$ cat src/design/stsc_pkg.sv
// ----------------------------------------------------------------------
// Source token scanner package
// Shared types, scan mode codes, token kinds and byte codes.
// ----------------------------------------------------------------------
package stsc_pkg;

	// Scan mode codes
	localparam logic [3:0] MODE_IDLE    = 4'd0;
	localparam logic [3:0] MODE_COMMENT = 4'd1;
	localparam logic [3:0] MODE_IDENT   = 4'd2;
	localparam logic [3:0] MODE_PRAGMA  = 4'd3;
	localparam logic [3:0] MODE_INT     = 4'd4;
	localparam logic [3:0] MODE_FRAC    = 4'd5;
	localparam logic [3:0] MODE_EXP     = 4'd6;
	localparam logic [3:0] MODE_STR     = 4'd7;
	localparam logic [3:0] MODE_ESC     = 4'd8;

	// Token kinds
	localparam logic [3:0] KIND_EOF     = 4'd0;
	localparam logic [3:0] KIND_NEWLINE = 4'd1;
	localparam logic [3:0] KIND_INT     = 4'd2;
	localparam logic [3:0] KIND_FLOAT   = 4'd3;
	localparam logic [3:0] KIND_STRING  = 4'd4;
	localparam logic [3:0] KIND_IDENT   = 4'd5;
	localparam logic [3:0] KIND_PRAGMA  = 4'd6;
	localparam logic [3:0] KIND_COLON   = 4'd7;
	localparam logic [3:0] KIND_LBRACE  = 4'd8;
	localparam logic [3:0] KIND_RBRACE  = 4'd9;
	localparam logic [3:0] KIND_LBRACK  = 4'd10;
	localparam logic [3:0] KIND_RBRACK  = 4'd11;
	localparam logic [3:0] KIND_LPAREN  = 4'd12;
	localparam logic [3:0] KIND_RPAREN  = 4'd13;
	localparam logic [3:0] KIND_COMMA   = 4'd14;
	localparam logic [3:0] KIND_DOTDOT  = 4'd15;

	// Byte codes
	localparam logic [7:0] CH_NUL    = 8'h00;
	localparam logic [7:0] CH_TAB    = 8'h09;
	localparam logic [7:0] CH_NL     = 8'h0A;
	localparam logic [7:0] CH_CR     = 8'h0D;
	localparam logic [7:0] CH_SPACE  = 8'h20;
	localparam logic [7:0] CH_BANG   = 8'h21;
	localparam logic [7:0] CH_QUOTE  = 8'h22;
	localparam logic [7:0] CH_HASH   = 8'h23;
	localparam logic [7:0] CH_PCT    = 8'h25;
	localparam logic [7:0] CH_AMP    = 8'h26;
	localparam logic [7:0] CH_LPAREN = 8'h28;
	localparam logic [7:0] CH_RPAREN = 8'h29;
	localparam logic [7:0] CH_STAR   = 8'h2A;
	localparam logic [7:0] CH_PLUS   = 8'h2B;
	localparam logic [7:0] CH_COMMA  = 8'h2C;
	localparam logic [7:0] CH_MINUS  = 8'h2D;
	localparam logic [7:0] CH_DOT    = 8'h2E;
	localparam logic [7:0] CH_SLASH  = 8'h2F;
	localparam logic [7:0] CH_0      = 8'h30;
	localparam logic [7:0] CH_9      = 8'h39;
	localparam logic [7:0] CH_COLON  = 8'h3A;
	localparam logic [7:0] CH_SEMI   = 8'h3B;
	localparam logic [7:0] CH_LT     = 8'h3C;
	localparam logic [7:0] CH_EQ     = 8'h3D;
	localparam logic [7:0] CH_GT     = 8'h3E;
	localparam logic [7:0] CH_QMARK  = 8'h3F;
	localparam logic [7:0] CH_AT     = 8'h40;
	localparam logic [7:0] CH_UA     = 8'h41;
	localparam logic [7:0] CH_UE     = 8'h45;
	localparam logic [7:0] CH_UZ     = 8'h5A;
	localparam logic [7:0] CH_LBRACK = 8'h5B;
	localparam logic [7:0] CH_BSLASH = 8'h5C;
	localparam logic [7:0] CH_RBRACK = 8'h5D;
	localparam logic [7:0] CH_CARET  = 8'h5E;
	localparam logic [7:0] CH_UNDER  = 8'h5F;
	localparam logic [7:0] CH_LA     = 8'h61;
	localparam logic [7:0] CH_LE     = 8'h65;
	localparam logic [7:0] CH_LZ     = 8'h7A;
	localparam logic [7:0] CH_LBRACE = 8'h7B;
	localparam logic [7:0] CH_BAR    = 8'h7C;
	localparam logic [7:0] CH_RBRACE = 8'h7D;

	// Queue between front and back
	localparam int QDEPTH = 4;
	localparam int QPTR_BITS = 2;

	// One classified source byte
	typedef struct packed {
		logic [7:0] code;
		logic       is_end;
		logic       is_digit;
		logic       is_alnum;
		logic       is_name;
		logic       is_nameop;
	} char_t;

	localparam char_t CH_NONE = '0;

	// Head of the queue as seen by the back end
	typedef struct packed {
		logic  valid;
		char_t ch;
	} q_head_t;

	// One token
	typedef struct packed {
		logic [3:0]  kind;
		logic [23:0] start;
		logic [15:0] length;
		logic [19:0] line;
		logic [15:0] column;
		logic [63:0] value;
	} tok_t;

	// True when the scanner must see more bytes before it can act.
	function automatic logic need_more(input logic [3:0] mode, input logic [1:0] n,
		input logic ae, input char_t c0, input char_t c1);
		logic a0;
		logic a1;
		logic a2;
		logic r;
		a0 = (n != 2'd0) || ae;
		a1 = (n > 2'd1) || ae;
		a2 = (n == 2'd3) || ae;
		r = 1'b0;
		if (!a0) begin
			r = 1'b1;
		end else begin
			case (mode)
				MODE_IDLE: r = ((c0.code == CH_DOT) || (c0.code == CH_BANG)) && !a1;
				MODE_INT:  r = (c0.code == CH_DOT) && !a1;
				MODE_FRAC: r = ((c0.code == CH_LE) || (c0.code == CH_UE)) &&
					(!a1 || (!c1.is_digit &&
					((c1.code == CH_PLUS) || (c1.code == CH_MINUS)) && !a2));
				default:   r = 1'b0;
			endcase
		end
		return r;
	endfunction

endpackage

$ cat src/design/stsc_front.sv
// ----------------------------------------------------------------------
// Scanner front end
// Accepts source bytes, classifies them and queues them for the back end.
// ----------------------------------------------------------------------
module stsc_front (
	input  logic             clk,
	input  logic             arst_n,
	input  logic             in_valid,
	output logic             in_stall,
	input  logic [7:0]       char_code,
	input  logic             end_of_input,
	output stsc_pkg::q_head_t head,
	input  logic             pop
);
	import stsc_pkg::*;

	char_t                mem_q [QDEPTH];
	logic [QPTR_BITS-1:0] wr_q;
	logic [QPTR_BITS-1:0] rd_q;
	logic [QPTR_BITS:0]   cnt_q;
	char_t                cls;
	logic                 push;
	logic                 do_pop;

	// A zero byte behaves like end of input.
	always_comb begin
		cls = CH_NONE;
		if (end_of_input || (char_code == CH_NUL)) begin
			cls.is_end = 1'b1;
		end else begin
			cls.code = char_code;
			cls.is_digit = char_code inside {[CH_0:CH_9]};
			cls.is_alnum = cls.is_digit || (char_code inside {[CH_LA:CH_LZ], [CH_UA:CH_UZ]});
			cls.is_name = cls.is_alnum ||
				(char_code inside {CH_UNDER, CH_MINUS, CH_QMARK, CH_EQ, CH_DOT});
			cls.is_nameop = cls.is_name || (char_code inside {CH_PLUS, CH_STAR, CH_SLASH,
				CH_PCT, CH_AT, CH_LT, CH_GT, CH_BANG, CH_AMP, CH_BAR, CH_CARET});
		end
	end

	assign in_stall = (cnt_q == (QPTR_BITS+1)'(QDEPTH));
	assign push = in_valid && !in_stall;
	assign do_pop = pop && (cnt_q != '0);
	assign head.valid = (cnt_q != '0);
	assign head.ch = mem_q[rd_q];

	always_ff @(posedge clk) begin
		if (push) begin
			mem_q[wr_q] <= cls;
		end
	end

	always_ff @(posedge clk or negedge arst_n) begin
		if (!arst_n) begin
			wr_q <= '0;
			rd_q <= '0;
			cnt_q <= '0;
		end else begin
			if (push) begin
				wr_q <= wr_q + 1'b1;
			end
			if (do_pop) begin
				rd_q <= rd_q + 1'b1;
			end
			cnt_q <= cnt_q + (QPTR_BITS+1)'(push) - (QPTR_BITS+1)'(do_pop);
		end
	end

endmodule

$ cat src/design/stsc_back.sv
// ----------------------------------------------------------------------
// Scanner back end
// Runs one scan step per cycle, unless stalled, over a three byte window and emits tokens.
// ----------------------------------------------------------------------
module stsc_back #(
	parameter int POSITION_BITS = 24,
	parameter int LINE_BITS = 20
) (
	input  logic              clk,
	input  logic              arst_n,
	input  stsc_pkg::q_head_t head,
	output logic              pop,
	input  logic              out_stall,
	output logic              out_valid,
	output stsc_pkg::tok_t    out_tok,
	output logic              out_last
);
	import stsc_pkg::*;

	localparam logic [POSITION_BITS-1:0] PMAX = {POSITION_BITS{1'b1}};
	localparam logic [LINE_BITS-1:0]     LMAX = {LINE_BITS{1'b1}};

	function automatic logic [23:0] to_start(input logic [POSITION_BITS-1:0] p);
		logic [31:0] w;
		w = 32'(p);
		return w[23:0];
	endfunction

	function automatic logic [19:0] to_line(input logic [LINE_BITS-1:0] l);
		logic [31:0] w;
		w = 32'(l);
		return w[19:0];
	endfunction

	function automatic logic [15:0] sat_len(input logic [POSITION_BITS-1:0] d);
		logic [31:0] w;
		w = 32'(d);
		return (w > 32'd65535) ? 16'hFFFF : w[15:0];
	endfunction

	function automatic logic [15:0] col_of(input logic [POSITION_BITS-1:0] d);
		logic [31:0] w;
		w = 32'(d);
		return (w >= 32'd65534) ? 16'hFFFF : 16'(w + 32'd1);
	endfunction

	// State
	char_t                    win_q [3];
	logic [1:0]               cnt_q;
	logic                     at_end_q;
	logic                     call_act_q;
	logic                     halted_q;
	logic [3:0]               mode_q;
	logic [POSITION_BITS-1:0] pos_q;
	logic [POSITION_BITS-1:0] lso_q;
	logic [POSITION_BITS-1:0] tbeg_q;
	logic [LINE_BITS-1:0]     line_q;
	logic [LINE_BITS-1:0]     tline_q;
	logic [15:0]              tcol_q;
	logic [63:0]              acc_q;
	tok_t                     pend_q;
	logic                     pend_v_q;
	logic                     pend_fin_q;
	tok_t                     out_q;
	logic                     out_v_q;
	logic                     last_q;

	// Step datapath
	char_t                    ew [3];
	logic [1:0]               en;
	logic                     ae;
	char_t                    c0;
	char_t                    c1;
	char_t                    c2;
	logic [POSITION_BITS-1:0] pos1;
	logic [POSITION_BITS-1:0] pos2;
	logic [15:0]              col_now;
	tok_t                     here_tok;
	tok_t                     run_tok;
	logic                     nm;
	logic [1:0]               k;
	logic                     lb;
	logic                     latch;
	logic                     skip_delim;
	logic                     stop;
	logic                     emit;
	tok_t                     etok;
	logic [3:0]               mode_n;
	logic [63:0]              acc_n;
	char_t                    w_n [3];
	logic [1:0]               cnt_n;
	logic [POSITION_BITS-1:0] pos_n;
	logic [POSITION_BITS-1:0] lso_n;
	logic [LINE_BITS-1:0]     line_n;
	logic                     done;
	logic                     go;
	logic                     out_free;
	logic                     push_out;
	logic                     push_last;

	// Window that this step sees: the held bytes plus the new byte at call start.
	always_comb begin
		ew = win_q;
		en = cnt_q;
		ae = at_end_q;
		if (!call_act_q) begin
			ae = head.ch.is_end;
			if (!head.ch.is_end) begin
				ew[cnt_q] = head.ch;
				en = cnt_q + 2'd1;
			end
		end
		c0 = (en > 2'd0) ? ew[0] : CH_NONE;
		c1 = (en > 2'd1) ? ew[1] : CH_NONE;
		c2 = (en > 2'd2) ? ew[2] : CH_NONE;
	end

	assign pos1 = (pos_q == PMAX) ? pos_q : pos_q + 1'b1;
	assign pos2 = (pos1 == PMAX) ? pos1 : pos1 + 1'b1;
	assign col_now = col_of(pos_q - lso_q);

	always_comb begin
		here_tok.kind = KIND_EOF;
		here_tok.start = to_start(pos_q);
		here_tok.length = 16'd1;
		here_tok.line = to_line(line_q);
		here_tok.column = col_now;
		here_tok.value = '0;
		run_tok.kind = KIND_EOF;
		run_tok.start = to_start(tbeg_q);
		run_tok.length = sat_len(pos_q - tbeg_q);
		run_tok.line = to_line(tline_q);
		run_tok.column = tcol_q;
		run_tok.value = '0;
	end

	// One scan step
	always_comb begin
		nm = need_more(mode_q, en, ae, c0, c1);
		k = 2'd0;
		lb = 1'b0;
		latch = 1'b0;
		skip_delim = 1'b0;
		stop = 1'b0;
		emit = 1'b0;
		etok = here_tok;
		mode_n = mode_q;
		acc_n = acc_q;
		if (!nm) begin
			case (mode_q)
				MODE_IDLE: begin
					if (c0.code == CH_NUL) begin
						stop = 1'b1;
					end else if (c0.code inside {CH_SPACE, CH_TAB, CH_CR}) begin
						k = 2'd1;
					end else if (c0.code == CH_NL) begin
						emit = 1'b1;
						etok.kind = KIND_NEWLINE;
						k = 2'd1;
						lb = 1'b1;
					end else if (c0.code == CH_HASH) begin
						mode_n = MODE_COMMENT;
						k = 2'd1;
					end else if (c0.code == CH_DOT) begin
						if (c1.code == CH_DOT) begin
							emit = 1'b1;
							etok.kind = KIND_DOTDOT;
							etok.length = 16'd2;
							k = 2'd2;
						end else begin
							latch = 1'b1;
							k = 2'd1;
							mode_n = MODE_IDENT;
						end
					end else if (c0.code == CH_BANG) begin
						if (c1.code == CH_EQ) begin
							emit = 1'b1;
							etok.kind = KIND_IDENT;
							etok.length = 16'd2;
							k = 2'd2;
						end else if (c1.is_alnum || (c1.code == CH_MINUS) ||
							(c1.code == CH_UNDER)) begin
							latch = 1'b1;
							skip_delim = 1'b1;
							k = 2'd1;
							mode_n = MODE_PRAGMA;
						end else begin
							emit = 1'b1;
							etok.kind = KIND_IDENT;
							k = 2'd1;
						end
					end else if (c0.is_digit) begin
						latch = 1'b1;
						acc_n = {60'd0, c0.code[3:0]};
						k = 2'd1;
						mode_n = MODE_INT;
					end else if (c0.code == CH_QUOTE) begin
						latch = 1'b1;
						skip_delim = 1'b1;
						k = 2'd1;
						mode_n = MODE_STR;
					end else if (c0.code inside {CH_COLON, CH_LBRACE, CH_RBRACE, CH_LBRACK,
						CH_RBRACK, CH_LPAREN, CH_RPAREN, CH_COMMA, CH_SEMI}) begin
						emit = 1'b1;
						k = 2'd1;
						case (c0.code)
							CH_COLON:  etok.kind = KIND_COLON;
							CH_LBRACE: etok.kind = KIND_LBRACE;
							CH_RBRACE: etok.kind = KIND_RBRACE;
							CH_LBRACK: etok.kind = KIND_LBRACK;
							CH_RBRACK: etok.kind = KIND_RBRACK;
							CH_LPAREN: etok.kind = KIND_LPAREN;
							CH_RPAREN: etok.kind = KIND_RPAREN;
							CH_COMMA:  etok.kind = KIND_COMMA;
							default:   etok.kind = KIND_IDENT;
						endcase
					end else if (c0.is_nameop) begin
						latch = 1'b1;
						k = 2'd1;
						mode_n = MODE_IDENT;
					end else begin
						stop = 1'b1;
					end
				end
				MODE_COMMENT: begin
					if ((c0.code == CH_NUL) || (c0.code == CH_NL)) begin
						mode_n = MODE_IDLE;
					end else begin
						k = 2'd1;
					end
				end
				MODE_IDENT: begin
					if (c0.is_nameop) begin
						k = 2'd1;
					end else begin
						emit = 1'b1;
						etok = run_tok;
						etok.kind = KIND_IDENT;
						mode_n = MODE_IDLE;
					end
				end
				MODE_PRAGMA: begin
					if (c0.is_name) begin
						k = 2'd1;
					end else begin
						emit = 1'b1;
						etok = run_tok;
						etok.kind = KIND_PRAGMA;
						mode_n = MODE_IDLE;
					end
				end
				MODE_INT: begin
					if (c0.is_digit) begin
						acc_n = {acc_q[60:0], 3'b000} + {acc_q[62:0], 1'b0} +
							{60'd0, c0.code[3:0]};
						k = 2'd1;
					end else if ((c0.code == CH_DOT) && c1.is_digit) begin
						k = 2'd1;
						mode_n = MODE_FRAC;
					end else begin
						emit = 1'b1;
						etok = run_tok;
						etok.kind = KIND_INT;
						etok.value = acc_q;
						mode_n = MODE_IDLE;
					end
				end
				MODE_FRAC: begin
					if (c0.is_digit) begin
						k = 2'd1;
					end else if (((c0.code == CH_LE) || (c0.code == CH_UE)) && c1.is_digit) begin
						k = 2'd1;
						mode_n = MODE_EXP;
					end else if (((c0.code == CH_LE) || (c0.code == CH_UE)) &&
						((c1.code == CH_PLUS) || (c1.code == CH_MINUS)) && c2.is_digit) begin
						k = 2'd2;
						mode_n = MODE_EXP;
					end else begin
						emit = 1'b1;
						etok = run_tok;
						etok.kind = KIND_FLOAT;
						etok.value = acc_q;
						mode_n = MODE_IDLE;
					end
				end
				MODE_EXP: begin
					if (c0.is_digit) begin
						k = 2'd1;
					end else begin
						emit = 1'b1;
						etok = run_tok;
						etok.kind = KIND_FLOAT;
						etok.value = acc_q;
						mode_n = MODE_IDLE;
					end
				end
				MODE_STR: begin
					if ((c0.code == CH_NUL) || (c0.code == CH_QUOTE)) begin
						emit = 1'b1;
						etok = run_tok;
						etok.kind = KIND_STRING;
						mode_n = MODE_IDLE;
						k = (c0.code == CH_QUOTE) ? 2'd1 : 2'd0;
					end else begin
						k = 2'd1;
						lb = (c0.code == CH_NL);
						if (c0.code == CH_BSLASH) begin
							mode_n = MODE_ESC;
						end
					end
				end
				default: begin
					// Escape: the byte after a backslash is taken as is.
					k = (c0.code != CH_NUL) ? 2'd1 : 2'd0;
					mode_n = MODE_STR;
				end
			endcase
		end
		if (stop) begin
			emit = 1'b1;
			etok = here_tok;
			etok.kind = KIND_EOF;
			etok.length = 16'd0;
			mode_n = MODE_IDLE;
		end
	end

	// Consume, line break and the end-of-call check
	always_comb begin
		w_n = ew;
		cnt_n = en;
		pos_n = pos_q;
		case (k)
			2'd1: begin
				w_n[0] = ew[1];
				w_n[1] = ew[2];
				cnt_n = en - 2'd1;
				pos_n = pos1;
			end
			2'd2: begin
				w_n[0] = ew[2];
				cnt_n = en - 2'd2;
				pos_n = pos2;
			end
			default: begin
				pos_n = pos_q;
			end
		endcase
		if (stop) begin
			cnt_n = 2'd0;
		end
		line_n = line_q;
		lso_n = lso_q;
		if (lb) begin
			line_n = (line_q == LMAX) ? line_q : line_q + 1'b1;
			lso_n = pos_n;
		end
		done = nm || stop || need_more(mode_n, cnt_n, ae,
			(cnt_n > 2'd0) ? w_n[0] : CH_NONE, (cnt_n > 2'd1) ? w_n[1] : CH_NONE);
	end

	// Handshake: a result is held one slot back until the next one, or the
	// end of its call, tells whether it is the last of that call.
	assign out_free = !out_v_q || !out_stall;
	assign go = (call_act_q || (head.valid && !halted_q)) && (!pend_v_q || out_free);
	assign pop = !call_act_q && head.valid && (halted_q || go);
	assign push_out = out_free && pend_v_q && (pend_fin_q || (go && (emit || done)));
	assign push_last = pend_fin_q || (go && done && !emit);

	always_ff @(posedge clk) begin
		if (go) begin
			for (int i = 0; i < 3; i++) begin
				win_q[i] <= w_n[i];
			end
			if (!call_act_q) begin
				at_end_q <= ae;
			end
			tcol_q <= latch ? col_now : tcol_q;
			tline_q <= latch ? line_q : tline_q;
			tbeg_q <= skip_delim ? pos1 : (latch ? pos_q : tbeg_q);
			acc_q <= acc_n;
			if (emit) begin
				pend_q <= etok;
			end
		end
		if (push_out) begin
			out_q <= pend_q;
			last_q <= push_last;
		end
	end

	always_ff @(posedge clk or negedge arst_n) begin
		if (!arst_n) begin
			cnt_q <= 2'd0;
			call_act_q <= 1'b0;
			halted_q <= 1'b0;
			mode_q <= MODE_IDLE;
			pos_q <= '0;
			lso_q <= '0;
			line_q <= LINE_BITS'(1);
			pend_v_q <= 1'b0;
			pend_fin_q <= 1'b0;
			out_v_q <= 1'b0;
		end else begin
			if (go) begin
				cnt_q <= cnt_n;
				call_act_q <= !done;
				halted_q <= stop;
				mode_q <= mode_n;
				pos_q <= pos_n;
				lso_q <= lso_n;
				line_q <= line_n;
			end
			if (go && emit) begin
				pend_v_q <= 1'b1;
				pend_fin_q <= done;
			end else if (push_out) begin
				pend_v_q <= 1'b0;
				pend_fin_q <= 1'b0;
			end
			if (out_free) begin
				out_v_q <= push_out;
			end
		end
	end

	assign out_valid = out_v_q;
	assign out_tok = out_q;
	assign out_last = last_q;

	a_halt_sticky: assert property (@(posedge clk) disable iff (!arst_n)
		halted_q |=> halted_q)
		else $error("scanner left the halted state");
	a_fin_has_pend: assert property (@(posedge clk) disable iff (!arst_n)
		pend_fin_q |-> pend_v_q)
		else $error("final flag without a pending token");
	a_no_call_halted: assert property (@(posedge clk) disable iff (!arst_n)
		call_act_q |-> !halted_q)
		else $error("scan call open while halted");
	a_room_for_byte: assert property (@(posedge clk) disable iff (!arst_n)
		!call_act_q |-> (cnt_q != 2'd3))
		else $error("window full between calls");
	a_eof_last: assert property (@(posedge clk) disable iff (!arst_n)
		(out_v_q && (out_q.kind == KIND_EOF)) |-> last_q)
		else $error("EOF token not marked last");

endmodule

$ cat src/design/source_token_scanner_core.sv
// ----------------------------------------------------------------------
// Source token scanner core
// Byte in, tokens out. The input channel carries one source byte per
// transfer (or an end-of-input mark); the output channel carries one token
// per transfer, with last set on the final token caused by an input byte.
// A front end classifies bytes into a four entry queue; the back end runs
// one scan step per cycle while it has work and the output has room. A byte
// that only extends a token needs just its own step; each emitted token
// adds about one step, all run by the single scan step unit. Reset clears
// the queue, returns the scanner to line one, offset zero and clears the
// halted flag. When the receiver stalls, the output register holds its
// token, one more token waits in the pending slot, and the queue then
// fills and stalls the input. After an EOF token every later byte is taken
// and dropped until reset.
// ----------------------------------------------------------------------
module source_token_scanner_core #(
	parameter int POSITION_BITS = 24,
	parameter int LINE_BITS = 20
) (
	input  logic        clk,
	input  logic        arst_n,
	input  logic        in_valid,
	output logic        in_stall,
	input  logic [7:0]  char_code,
	input  logic        end_of_input,
	output logic        out_valid,
	input  logic        out_stall,
	output logic [3:0]  token_kind,
	output logic [23:0] token_start,
	output logic [15:0] token_length,
	output logic [19:0] token_line,
	output logic [15:0] token_column,
	output logic [63:0] int_value,
	output logic        last
);
	import stsc_pkg::*;

	// Head of the byte queue and the pop request back to the front.
	q_head_t head;
	logic    pop;
	tok_t    tok;

	// The front takes one byte per transfer whenever the queue has room and
	// tags it with its character class, so the back end decodes narrow flags.
	stsc_front u_front (
		.clk          (clk),
		.arst_n       (arst_n),
		.in_valid     (in_valid),
		.in_stall     (in_stall),
		.char_code    (char_code),
		.end_of_input (end_of_input),
		.head         (head),
		.pop          (pop)
	);

	// The back end owns all scan state: mode, offsets, line counters, the
	// three byte lookahead window and the integer accumulator.
	stsc_back #(
		.POSITION_BITS (POSITION_BITS),
		.LINE_BITS     (LINE_BITS)
	) u_back (
		.clk       (clk),
		.arst_n    (arst_n),
		.head      (head),
		.pop       (pop),
		.out_stall (out_stall),
		.out_valid (out_valid),
		.out_tok   (tok),
		.out_last  (last)
	);

	assign token_kind = tok.kind;
	assign token_start = tok.start;
	assign token_length = tok.length;
	assign token_line = tok.line;
	assign token_column = tok.column;
	assign int_value = tok.value;

endmodule

$ cat config.mk
export PLATFORM = sky130hd
export DESIGN_NAME = source_token_scanner_core
export DESIGN_NICKNAME = d
export VERILOG_FILES = /design/src/design/stsc_pkg.sv /design/src/design/stsc_front.sv /design/src/design/stsc_back.sv /design/src/design/source_token_scanner_core.sv
export SDC_FILE = /design/constraint.sdc
export NUM_CORES = 1
export LEC_CHECK = 0
export CAP_MARGIN = 20
export CORE_MARGIN = 3
export CORE_UTILIZATION = 35
export CTS_CLUSTER_SIZE = 30
export DETAILED_ROUTE_END_ITERATION = 10
export DONT_BUFFER_PORTS = 1
export GPL_ROUTABILITY_DRIVEN = 0
export SLEW_MARGIN = 15
export SYNTH_ARGS = -nofsm -noshare
export SYNTH_HDL_FRONTEND = slang
export SYNTH_SLANG_ARGS = --single-unit
export TNS_END_PERCENT = 1
$ cat constraint.sdc
create_clock -name clk -period 24.4 [get_ports clk]
set_clock_uncertainty 0.15 [all_clocks]
set_input_delay 4.88 -clock clk [delete_from_list [all_inputs] [get_ports clk]]
set_output_delay 4.88 -clock clk [all_outputs]
set_load 0.005 [all_outputs]
### Word-level counts from Yosys, hierarchy flattened

Memory sizes are Yosys's and may differ from the RTL's.
Index checks and enable logic that the tools add are counted.
W data, S select, Z words.

| word-level totals | value |
|---|---|
| bits in registers | 539 |
| memory bits (writable) | 52 |
| bits of input ports | 13 |
| output and inout port bits | 147 |
| word-level logic and storage cells | 455 |
| memories kept | 1 |

Memories:

| name | words | bits a word | rd ports | clocked after Yosys merged registers in | wr ports | RTL line | text |
|---|---|---|---|---|---|---|---|
| u_front.mem_q | 4 | 13 | 1 | 0 | 1 | stsc_front.sv:17 | `char_t mem_q [QDEPTH];` |

| operators by class | value |
|---|---|
| add/sub/neg operators | 15 |
| $lt $le $gt $ge | 15 |
| equal/unequal tests | 72 |
| mux-type cells | 199 |
| bitwise logic cells | 4 |
| reductions and logical operators | 99 |

Operators by type and width:

| cell | count |
|---|---|
| $pmux W100 S6 | 1 |
| $mux W64 | 8 |
| $mux W144 | 3 |
| $mux W143 | 3 |
| $mux W142 | 3 |
| $mux W140 | 2 |
| $eq A8 B6 Y1 const B | 30 |
| $mux W4 | 36 |
| $pmux W24 S6 | 1 |
| $mux W16 | 8 |
| $pmux W64 S2 | 1 |
| $eq A8 B7 Y1 const B | 14 |
| $pmux W16 S7 | 1 |
| $mux W24 | 4 |
| $mux W1 | 80 |
| $mux W13 | 6 |
| $mux W39 | 2 |
| $add A64 B4 Y64 | 1 |
| $add A64 B64 Y64 | 1 |
| $pmux W4 S8 | 2 |
| $add A24 B1 Y24 const B | 2 |
| $eq A24 B24 Y1 const B | 2 |
| $pmux W24 S2 | 1 |
| $sub A24 B24 Y24 | 2 |
| other kinds (56) | 190 |

### Logic depth before layout (Yosys ltp)

Gate-level depths: netlist of the first run.

| depth | value |
|---|---|
| word-level depth | 42 |
| depth in mapped cells | 29 |
| gate-level depth less buffers | 26 |

### Cells and area by module

A second synthesis of the first run with hierarchy kept.

| second synthesis, totals | value |
|---|---|
| cell total of the unflattened synthesis | 3,021 |
| area, all modules | 33,074.2 um^2 |

Modules (own cells, without submodules):

| module | instances | cells each | area an instance (um^2) | seq. area each (um^2) |
|---|---|---|---|---|
| stsc_back | 1 | 2,866 | 30,436.7 | 15,461.1 |
| stsc_front | 1 | 155 | 2,637.5 | 1,736.7 |

### Least setup slack after synthesis of the first run

OpenSTA, ideal clock, no wires.

| timing | value |
|---|---|
| path kind | register to register |
| start | reg u_front.rd_q[0] |
| end | reg u_back.last_q (netlist: u_back.out_last) (enable) |
| library setup time | 656 ps |
| arrival time | 12,244 ps |
| data required time | 23,594 ps |
| setup slack | 11,350 ps |
| stages on the path, launching flop included | 28 |
| period minus slack after synthesis | 13,050 ps |
| cells stage by stage | dfrtp_1 -> buf_6 -> buf_6 -> nor2b_1 -> a22oi_2 -> mux2i_1 -> ha_1 -> buf_1 -> clkbuf_1 -> clkbuf_1 -> nor2_1 -> mux2_2 -> nand2_1 -> and4_1 -> o21ai_0 -> a21oi_1 -> nor2_1 -> ha_1 -> clkbuf_1 -> nor2_1 -> o21ai_1 -> nand2_1 -> or4b_2 -> nor3_1 -> mux2i_1 -> or4_4 -> and3_4 -> a221oi_2 |

| between the ends | value |
|---|---|
| longest elaborated chain between the ends | 36 |
| elaborated cells between the ends (all ways) | 202 |

Ends and longest elaborated chain:

| what | RTL line | text |
|---|---|---|
| from (decl) | stsc_front.sv:19 | `logic [QPTR_BITS-1:0] rd_q;` |
| from (signal assigned) | stsc_front.sv:63 | `rd_q <= rd_q + 1'b1;` |
| $mem_v2 Z4 W13 * | -- |  |
| $mux W2 or $bwmux W39 (tied branches) | stsc_back.sv:108, stsc_back.sv:109 |  |
| $mux W2 or $mux W39 (tied branches) | stsc_back.sv:106, stsc_back.sv:108 |  |
| $gt A2 B1 Y1 or $mux W39 (tied branches) | stsc_back.sv:113, stsc_back.sv:106 |  |
| $mux W13 | stsc_back.sv:113 | `c0 = (en > 2'd0) ? ew[0] : CH_NONE;` |
| $eq A8 B6 Y1 or $eq A8 B7 Y1 (tied branches) | stsc_back.sv:202 | `end else if (c0.code inside {CH_COLON, CH_LBRACE, CH_RBRACE, CH_LBRACK,` |
| $reduce_bool A9 Y1 | stsc_back.sv:202 |  |
| $mux W2 | stsc_back.sv:202 |  |
| [... 21 more ...] | -- |  |
| $pmux W1 S3 | stsc_pkg.sv:125 | `case (mode)` |
| $mux W1 | stsc_pkg.sv:122 | `if (!a0) begin` |
| $logic_or A1 B1 Y1 | stsc_back.sv:358 | `done = nm \|\| stop \|\| need_more(mode_n, cnt_n, ae,` |
| $logic_or A1 B1 Y1 * | stsc_back.sv:367 | `assign push_out = out_free && pend_v_q && (pend_fin_q \|\| (go && (emit \|\| done)));` |
| $logic_and A1 B1 Y1 * | stsc_back.sv:367 |  |
| $logic_or A1 B1 Y1 * | stsc_back.sv:367 |  |
| $logic_and A1 B1 Y1 * | stsc_back.sv:367 |  |
| net u_back.push_out | stsc_back.sv:98 | `logic push_out;` |
| to (signal assigned) | stsc_back.sv:388 | `last_q <= push_last;` |
| to (decl) | stsc_back.sv:66 | `logic last_q;` |

Mark *: on every way through the listed nets, which the timed path passes. The rest lies on a longest branch.
A chain may end at the register's enable or synchronous reset.

### Worst setup path after layout of the first run

| timing | value |
|---|---|
| start | reg u_front.rd_q[1] |
| end | reg u_back.out_q (netlist bit u_back.out_tok[24]) (enable) |

| between the ends | value |
|---|---|
| longest elaborated chain between the ends | 36 |
| elaborated cells between the ends (all ways) | 202 |

Ends and longest elaborated chain:

| what | RTL line | text |
|---|---|---|
| $mem_v2 Z4 W13 * | -- |  |
| $mux W2 or $bwmux W39 (tied branches) | stsc_back.sv:108, stsc_back.sv:109 |  |
| $mux W2 or $mux W39 (tied branches) | stsc_back.sv:106, stsc_back.sv:108 |  |
| $gt A2 B1 Y1 or $mux W39 (tied branches) | stsc_back.sv:113, stsc_back.sv:106 |  |
| $mux W13 | stsc_back.sv:113 |  |
| $eq A8 B6 Y1 or $eq A8 B7 Y1 (tied branches) | stsc_back.sv:202 |  |
| $reduce_bool A9 Y1 | stsc_back.sv:202 |  |
| $mux W2 | stsc_back.sv:202 |  |
| [... 21 more ...] | -- |  |
| $pmux W1 S3 | stsc_pkg.sv:125 |  |
| $mux W1 | stsc_pkg.sv:122 |  |
| $logic_or A1 B1 Y1 | stsc_back.sv:358 |  |
| $logic_or A1 B1 Y1 * | stsc_back.sv:367 |  |
| $logic_and A1 B1 Y1 * | stsc_back.sv:367 |  |
| $logic_or A1 B1 Y1 * | stsc_back.sv:367 |  |
| $logic_and A1 B1 Y1 * | stsc_back.sv:367 |  |
| net u_back.push_out | stsc_back.sv:98 |  |
| to (signal assigned) | stsc_back.sv:387 | `out_q <= pend_q;` |
| to (decl) | stsc_back.sv:64 | `tok_t out_q;` |

Marks and branches as above.

==> results.toml, run 1 <==
[outcome]
status = "finished clean"

[finish]
layout-drive-gt1-share_pct = 9.664
area_growth_pct = 10.90
antenna_cells = 0
stdcell_area_um2 = 36180
fin_nets = 3068

[setup_path]
cp-endpoint = "u_back.out_tok[24]"
startpoint = "u_front.rd_q[1]"
endpoint_kind = "flip-flop"
r2r_end = "u_back.out_tok[24]"
critPathMaxFanout = 52
r2r_start = "u_front.rd_q[1]"
crit_type = "flip-flop to flip-flop"
path_buf_inv = 5
critical-path-top-delay-family = "simple AND/OR/NAND/NOR gates"
critPathRequiredTime_ns = 24.49
cp.depth = 27
crit_arrival_ns = 9.95
critPathMaxStageDelay_ns = 0.86
path_common_cell = "buf_4"
r2r_slack_ns = 14.54
r2r_cells = 27
cp-start-kind = "flip-flop"
worst_path_max_delay_cell = "dfrtp_1"

[place]
placed_cell_area_um2 = 33920
port_buffers = 0
dp_hpwl_um = 55620

[global_route]
grt_max_degree = 87
grt_pass1_vias = 21570
antenna_found_initial = 0
grtUsageTotal_pct = 15.89
overflow = 0
grt_pass1_wl_um = 123400

[floorplan]
rows = 111
dieArea_um2 = 96900
initial_core_util_pct = 35.43
die_w_um = 311.3
die_h_um = 311.3
io_pins = 160
core_area_um2 = 92080

[power_and_ir_drop]
peakVddDrop_v = 0.0001813
power.density_nw_per_um2 = 150.0
p_leak_uw = 0.01324

[clock_network]
cts_hold_buf = 0
cts-buffers-inserted = 68
clock_sinks = 587
cts-htree-levels = 3
cts_setup_buffers = 0
cts_resized = 0
clockBufferDepth = 3
root_buffer = "clkbuf_16"
clk_latency_ns = 0.63
path_clk_slew_ns = 0.06
cts_tree = "built"

[sta]
min_period_over_period_pct = 40.42
worst_slew_pin_slew_ns = 1.109
setup_tns_ns = 0
max_freq_mhz = 101.4
layout_min_cycle_time_ns = 9.863
slew_viol_final = 0
hold_viol = 0
relSlewSlack_pct = 23.98
finalSetupViolCount = 0
grt_setup_unrepaired = "no"

[detailed_routing]
via_per_inst = 5.349
wl_per_cell_um = 18.82
dr_total_vias = 22260
totalWireLength_um = 78310
drtIter0Drc = 1891
dr.pass1.iters = 5
antenna_left = 0
drc = 0

[yosys]
ys.flop_type = "edfxtp_1"
synth.top_cell.area_share_pct = 46.12
netlist_area_um2 = 32620
netlist_top_cells_count = "edfxtp_1, nand2_1, nor2_1, ha_1, o21ai_0"
netlist_top_cells_area = "edfxtp_1, ha_1, dfrtp_1, xnor2_1, nand2_1"
yosys.area.top_type = "edfxtp_1"
yosys_warnings = 0
synth_area_per_cell_um2 = 11.30
synthArstFlopShare_pct = 14.65
synthCells = 2886
synth_cell_type_count = 109
synth_seq_cells = 587
syn-num-nets = 3091
synth_most_common_cell = "edfxtp_1"
synth_edf_count = 501
synth.yosys.seq_area_share_pct = 52.72

[flow_run]
maxCapViolations = 0

[min_path]
hp-start = "u_back.pend_q[6]"
hp-class = "flip-flop to flip-flop"
kinds of logic after synthesis:
kind of cell             Yosys count  share of synthesized area, %
flip-flops                       587                         52.72
AO/OA/AOI/OAI                    642                         13.08
XOR/XNOR                         158                         4.242
adder cells (fa/ha/maj)          192                         7.480
buffers and inverters            247                         3.072
AND/OR/NAND/NOR                  926                         14.38
multiplexers                     134                         5.021
registers in the layout, summed over array words and instances (netlist names), 2 cells and up:
| signal | count |
|---|---|
| u_back.pend_q | 144 |
| u_back.lso_q | 24 |
| u_front.mem_q | 52 |
| u_front.rd_q | 2 |
| u_front.cnt_q | 3 |
| u_back.tcol_q | 16 |
| u_back.mode_q | 4 |
| u_back.line_q | 20 |
| u_back.out_tok | 144 |
| u_back.pos_q | 24 |
| u_back.tbeg_q | 24 |
| u_back.win_q | 35 |
| u_front.wr_q | 2 |
| u_back.tline_q | 20 |
| u_back.acc_q | 64 |
| u_back.cnt_q | 2 |
metrics by stage:
stage	hold slack (ns)	cells	setup WS [ns]	utilization (%)	power, uW
2_1_floorplan	0.2503	2886	11.35	-	3763
3_3_place_gp	0.2513	4036	14.79	36.84	4400
3_5_place_dp	0.2545	4036	14.58	36.84	4420
4_1_cts	0.2649	4161	14.55	39.29	5464
5_1_grt	0.2662	4161	13.80	39.29	5816
6_report	0.2625	4161	14.54	39.29	5428
worst min-delay path by stage:
stage,slack (ns),depth (start not counted),end
global placement,0.25,0,u_back.out_tok[100]
CTS,0.26,0,u_back.out_tok[2]
finish,0.26,0,u_back.out_tok[6]
floorplan,0.25,0,u_back.out_tok[0]
global route,0.27,0,u_back.out_tok[2]
detailed placement,0.25,0,u_back.out_tok[107]
cells in the final DEF, fill, tap and decap left out, drive strengths merged, types with 17 or more instances in the layout:
cell	Yosys	layout
mux2	78	78
o211ai	18	18
clkinv	0	25
a21oi	144	144
a31oi	24	24
inv	128	136
o31ai	19	19
o21ai	174	174
nand2b	31	31
a211oi	18	18
a221oi	18	18
nand4	39	39
ha	187	187
dfrtp	85	85
buf	26	26
xor2	57	57
nor3	62	62
nor3b	17	17
o21a	35	35
clkbuf	93	81
xnor2	101	101
and2	91	91
a21o	53	53
edfxtp	501	501
mux2i	44	44
nor2	223	223
nand3	66	66
nand2	234	234
and3	35	35
nor2b	35	35
layer usage:
layer  wire length, um  up-vias  GRT usage, %
met5                 0        -             0
met4              2990        0         6.826
met3              4577      164         2.866
met2             34990      709         24.70
met1             35750    10650         21.78
li1                  -    10740             -
where the power goes:
group | switching [uW] | internal, uW
Combinational | 1640 | 806
Sequential | 225 | 1730
Clock | 423 | 600
Total | 2290 | 3140
final cells by class:
| cell class | instances | area [um^2] |
|---|---|---|
| multi-input combinational | 2052 | 14490 |
| fill | 8804 | 55900 |
| sequential | 587 | 17200 |
| clock inverter | 44 | 494.2 |
| tap | 1243 | 1555 |
| clock buffer | 81 | 1760 |
| inverter | 128 | 480.5 |
| timing repair buffer | 26 | 195.2 |
Note: power is estimated with default switching activity, not from simulation.
==> run 2, diff against run 1 <==
==> constraint.sdc (replaced) <==
create_clock -name clk -period 10.2 [get_ports clk]
set_clock_uncertainty 0.15 [all_clocks]
set_input_delay 2.04 -clock clk [delete_from_list [all_inputs] [get_ports clk]]
set_output_delay 2.04 -clock clk [all_outputs]
set_load 0.005 [all_outputs]
==> results.toml, run 2 (synthesized netlist as in run 1, its figures left out) <==
[clock_network]
clockBufferDepth = 3
clock_sinks = 587
root_buffer = "clkbuf_16"
clk_latency_ns = 0.64
cts_resized = 0
cts-htree-levels = 3
cts_tree = "built"
cts-buffers-inserted = 67
cts_setup_buffers = 0
cts_hold_buf = 0
path_clk_slew_ns = 0.06

[sta]
grt_setup_unrepaired = "no"
min_period_over_period_pct = 90.58
worst_slew_pin_slew_ns = 1.171
hold_viol = 0
setup_tns_ns = 0
max_freq_mhz = 108.2
setup_slack_ns = 0.9613
relSlewSlack_pct = 21.94
finalSetupViolCount = 0
slew_viol_final = 0
layout_min_cycle_time_ns = 9.239

[floorplan]
io_pins = 160
core_area_um2 = 92080
rows = 111
initial_core_util_pct = 35.43
die_h_um = 311.3
dieArea_um2 = 96900
die_w_um = 311.3

[detailed_routing]
totalWireLength_um = 79120
via_per_inst = 5.345
wl_per_cell_um = 19.04
antenna_left = 0
drc = 0
drtIter0Drc = 1988
dr.pass1.iters = 6
dr_total_vias = 22210

[finish]
stdcell_area_um2 = 36120
antenna_cells = 0
fin_nets = 3069
mostFrequentLayoutCell = "edfxtp_1"
layout-drive-gt1-share_pct = 9.581
area_growth_pct = 10.73
final_cell_mix = "edfxtp_1, nand2_1, nor2_1"

[setup_path]
critPathRequiredTime_ns = 10.34
critPathMaxStageDelay_ns = 0.89
cp-endpoint = "u_back.out_tok[46]"
r2r_cells = 25
r2r_slack_ns = 0.96
crit_type = "flip-flop to flip-flop"
path_buf_inv = 3
cp.depth = 25
r2r_end = "u_back.out_tok[46]"
endpoint_kind = "flip-flop"
critPathMaxFanout = 49
cp-start-kind = "flip-flop"
r2r_start = "u_front.rd_q[1]"
critical-path-top-delay-family = "simple AND/OR/NAND/NOR gates"
path_common_cell = "nand2_1"
startpoint = "u_front.rd_q[1]"
worst_path_max_delay_cell = "dfrtp_1"
crit_arrival_ns = 9.38

[global_route]
grt_pass1_vias = 21450
grt_max_degree = 87
antenna_found_initial = 1
grt_pass1_wl_um = 124100
gr-usage-met2_pct = 24.80
met1_usage_pct = 22.01
grt-busiest-layer = "met2"
grtUsageTotal_pct = 16.08
overflow = 0
use_met3_pct = 3.458

[place]
dp_hpwl_um = 56390
pre_cts_slack_ns = 1.030
port_buffers = 0
placed_cell_area_um2 = 33980

[power_and_ir_drop]
peakVddDrop_v = 0.0002590
power.density_nw_per_um2 = 358.3
p_leak_uw = 0.01322

[flow_run]
maxCapViolations = 0

[min_path]
hp-class = "flip-flop to flip-flop"
hp-start = "u_back.pend_q[118]"

[outcome]
status = "finished clean"
[run 2: cell count changes in the layout (fill, tap and decap cells not counted), moves of 2 or more]
cell	delta
buf_12	+3
buf_4	-2
bufinv_16	-4
clkbuf_1	-2
clkbuf_16	+3
clkbuf_8	+2
clkinv_1	-2
clkinv_2	+4
clkinvlp_4	-2
inv_16	-2
inv_6	-4
[run 2: worst min-delay path by stage]
stage	depth (start not counted)	endpoint	slack [ns]
2_1_floorplan	0	u_back.out_tok[0]	0.25
3_3_place_gp	0	u_back.out_tok[140]	0.25
3_5_place_dp	0	u_back.out_tok[113]	0.25
4_1_cts	0	u_back.out_tok[118]	0.25
5_1_grt	0	u_back.out_tok[141]	0.27
6_report	0	u_back.out_tok[118]	0.25
[run 2: through the flow]
stage          util (%)  hold slack (ns)  power, uW  cells
5_1_grt           39.23           0.2698      13870   4155
6_report          39.23           0.2489      12940   4155
4_1_cts           39.23           0.2546      13050   4155
3_3_place_gp      36.89           0.2520      10590   4037
3_5_place_dp      36.90           0.2545      10630   4038
2_1_floorplan         -           0.2503       8958   2886
[run 2: area by class of cell]
type,instances,area [um^2]
multi-input combinational,2052,14500
fill,8791,55960
inverter,128,480.5
sequential,587,17200
timing repair buffer,28,245.2
clock buffer,84,1856
tap,1243,1555
clock inverter,33,287.8
[run 2: power breakdown]
group / switching (uW) / internal (uW) / total, uW
sequential: 539 / 4140 / 4680
combinational: 3940 / 1970 / 5910
clock: 981 / 1370 / 2350
total: 5460 / 7480 / 12900
[run 2: layer usage]
layer  part of all wire [%]  vias up
li1                       -    10760
met1                     45    10610
met2                     45      687
met3                    6.4      154
met4                    3.5        0
met5                      0        -
==> run 3, diff against run 2 <==
--- a/config.mk
+++ b/config.mk
@@ -7,11 +7,12 @@
 export LEC_CHECK = 0
 export CAP_MARGIN = 20
 export CORE_MARGIN = 3
-export CORE_UTILIZATION = 35
+export CORE_UTILIZATION = 65
 export CTS_CLUSTER_SIZE = 30
 export DETAILED_ROUTE_END_ITERATION = 10
 export DONT_BUFFER_PORTS = 1
 export GPL_ROUTABILITY_DRIVEN = 0
+export PLACE_DENSITY = 0.81
 export SLEW_MARGIN = 15
 export SYNTH_ARGS = -nofsm -noshare
 export SYNTH_HDL_FRONTEND = slang
==> results.toml, run 3 (synthesized netlist as in run 1, its figures left out) <==
[outcome]
status = "finished clean"

[sta]
slew_viol_final = 0
worst_slew_pin_slew_ns = 1.077
grt_setup_unrepaired = "no"
layout_min_cycle_time_ns = 9.140
min_period_over_period_pct = 89.61
hold_viol = 0
setup_tns_ns = 0
relSlewSlack_pct = 26.17
max_freq_mhz = 109.4
finalSetupViolCount = 0

[clock_network]
cts_hold_buf = 0
clock_sinks = 587
cts_tree = "built"
clk_latency_ns = 0.64
path_clk_slew_ns = 0.06
cts_resized = 0
clockBufferDepth = 3
cts-buffers-inserted = 58
cts-htree-levels = 2
root_buffer = "clkbuf_16"
cts_setup_buffers = 0

[power_and_ir_drop]
power.density_nw_per_um2 = 365.5
power_switching_uw = 5484
p_leak_uw = 0.01310
p_int_uw = 7369
power_frac_clock_pct = 17.0
swShare_pct = 42.67
p_comb_share_pct = 46.5
pwr-share-seq_pct = 36.5
peakVddDrop_v = 0.0003410

[floorplan]
die_h_um = 230.0
rows = 81
io_pins = 160
die_w_um = 230.0
initial_core_util_pct = 66.23
dieArea_um2 = 52910
core_area_um2 = 49250

[setup_path]
r2r_start = "u_front.rd_q[0]"
crit_arrival_ns = 9.26
r2r_slack_ns = 1.06
critPathMaxFanout = 34
startpoint = "u_front.rd_q[0]"
critPathRequiredTime_ns = 10.33
r2r_end = "u_back.out_tok[91]"
worst_path_max_delay_cell = "dfrtp_1"
cp-endpoint = "u_back.out_tok[91]"
endpoint_kind = "flip-flop"
r2r_cells = 24
path_common_cell = "nor2_1"
path_cells = "nor2_1, a22oi_2, mux2i_1, ha_1, nand4b_1, a21oi_1, o21a_2, or2_2, nor4_1, o21ai_0, a21oi_1, nor2_1, ha_1, nor2_1, o21ai_1, nand2_1, or4b_2, nor3_1, mux2i_1, or4_4, and3_4, a221oi_4, buf_4, buf_4"
crit_type = "flip-flop to flip-flop"
cp-start-kind = "flip-flop"
critPathMaxStageDelay_ns = 0.98

[global_route]
met1_usage_pct = 38.46
grt-busiest-layer = "met2"
grt_pass1_vias = 22520
use_met3_pct = 5.240
overflow = 0
grt_pass1_wl_um = 121700
antenna_found_initial = 1
grt_max_degree = 87
gr-usage-met2_pct = 46.25
grtUsageTotal_pct = 28.56

[detailed_routing]
antenna_left = 0
via_per_inst = 6.597
dr.pass1.iters = 9
dr_total_vias = 23510
drtIter0Drc = 2945
totalWireLength_um = 76970
wl_per_cell_um = 21.60
drc = 0

[finish]
mostFrequentLayoutCell = "edfxtp_1"
layout.cells.non_filler = 3564
stdcell_area_um2 = 35170
antenna_cells = 0
area_growth_pct = 7.813
layout-drive-gt1-share_pct = 9.103
fin_nets = 3057
final_cell_mix = "edfxtp_1, nand2_1, nor2_1"
fillers = 3319

[place]
placed_cell_area_um2 = 33180
port_buffers = 0
dp_cells = 3455
dp_hpwl_um = 54060

[min_path]
hp-class = "flip-flop to flip-flop"

[flow_run]
maxCapViolations = 0
run 3: cell count changes in the layout (fill, tap and decap cells not counted), sizes merged:
cell	change
clkbuf	-11
bufinv	+4
clkinv	-4
clkinvlp	+2
buf	-3
run 3: stage by stage:
stage	hold WS [ns]	utilization [%]	total power, uW	worst slack (ns)
6_report	0.2644	71.40	12850	1.060
5_1_grt	0.2751	71.40	13580	0.3803
4_1_cts	0.2638	71.35	12720	1.176
3_5_place_dp	0.2545	67.37	10480	1.204
3_3_place_gp	0.2505	67.37	10200	1.526
2_1_floorplan	0.2503	-	8958	0.09629
run 3: worst max-delay path, delay by kind of cell, from the launching register on:
family                     cells  cell delay, ns
buffers and inverters          2            0.80
muxes                          2            0.66
and+or+nand+nor               11            3.05
adders and majority gates      2            1.30
DFF                            1            0.98
AOI/OAI and AO/OA              7            1.80
run 3: per-layer routing:
layer | vias to the layer above | part of all wire, %
met5 | - | 0.017
met4 | 2 | 5.0
met3 | 312 | 8.5
met2 | 1260 | 47
met1 | 11260 | 40
li1 | 10680 | -
run 3: power by group through the flow:
stage | Clock (uW) | Sequential, uW | Combinational (uW)
global route | 2310 | 4770 | 6490
detailed placement | 0 | 4750 | 5740
floorplan | 0 | 4600 | 4360
global placement | 0 | 4700 | 5510
finish | 2190 | 4700 | 5970
CTS | 2220 | 4710 | 5790
run 3: worst min path at each step:
stage,end,slack [ns],cells past startpoint,start
3_3_place_gp,u_back.out_tok[48],0.25,0,u_back.pend_q[48]
6_report,u_back.out_tok[38],0.26,0,u_back.pend_q[38]
3_5_place_dp,u_back.out_tok[38],0.25,0,u_back.pend_q[38]
2_1_floorplan,u_back.out_tok[0],0.25,0,u_back.pend_q[0]
5_1_grt,u_back.out_tok[79],0.28,0,u_back.pend_q[79]
4_1_cts,u_back.out_tok[86],0.26,0,u_back.pend_q[86]
run 3: cell type report:
type / count / area [um^2] / share of cell area, %
clock buffer: 73 / 1539 / 4.376
timing repair buffer: 25 / 212.7 / 0.6048
multi-input combinational: 2052 / 14490 / 41.20
tap: 664 / 830.8 / 2.362
clock inverter: 35 / 419.2 / 1.192
inverter: 128 / 480.5 / 1.366
sequential: 587 / 17200 / 48.90
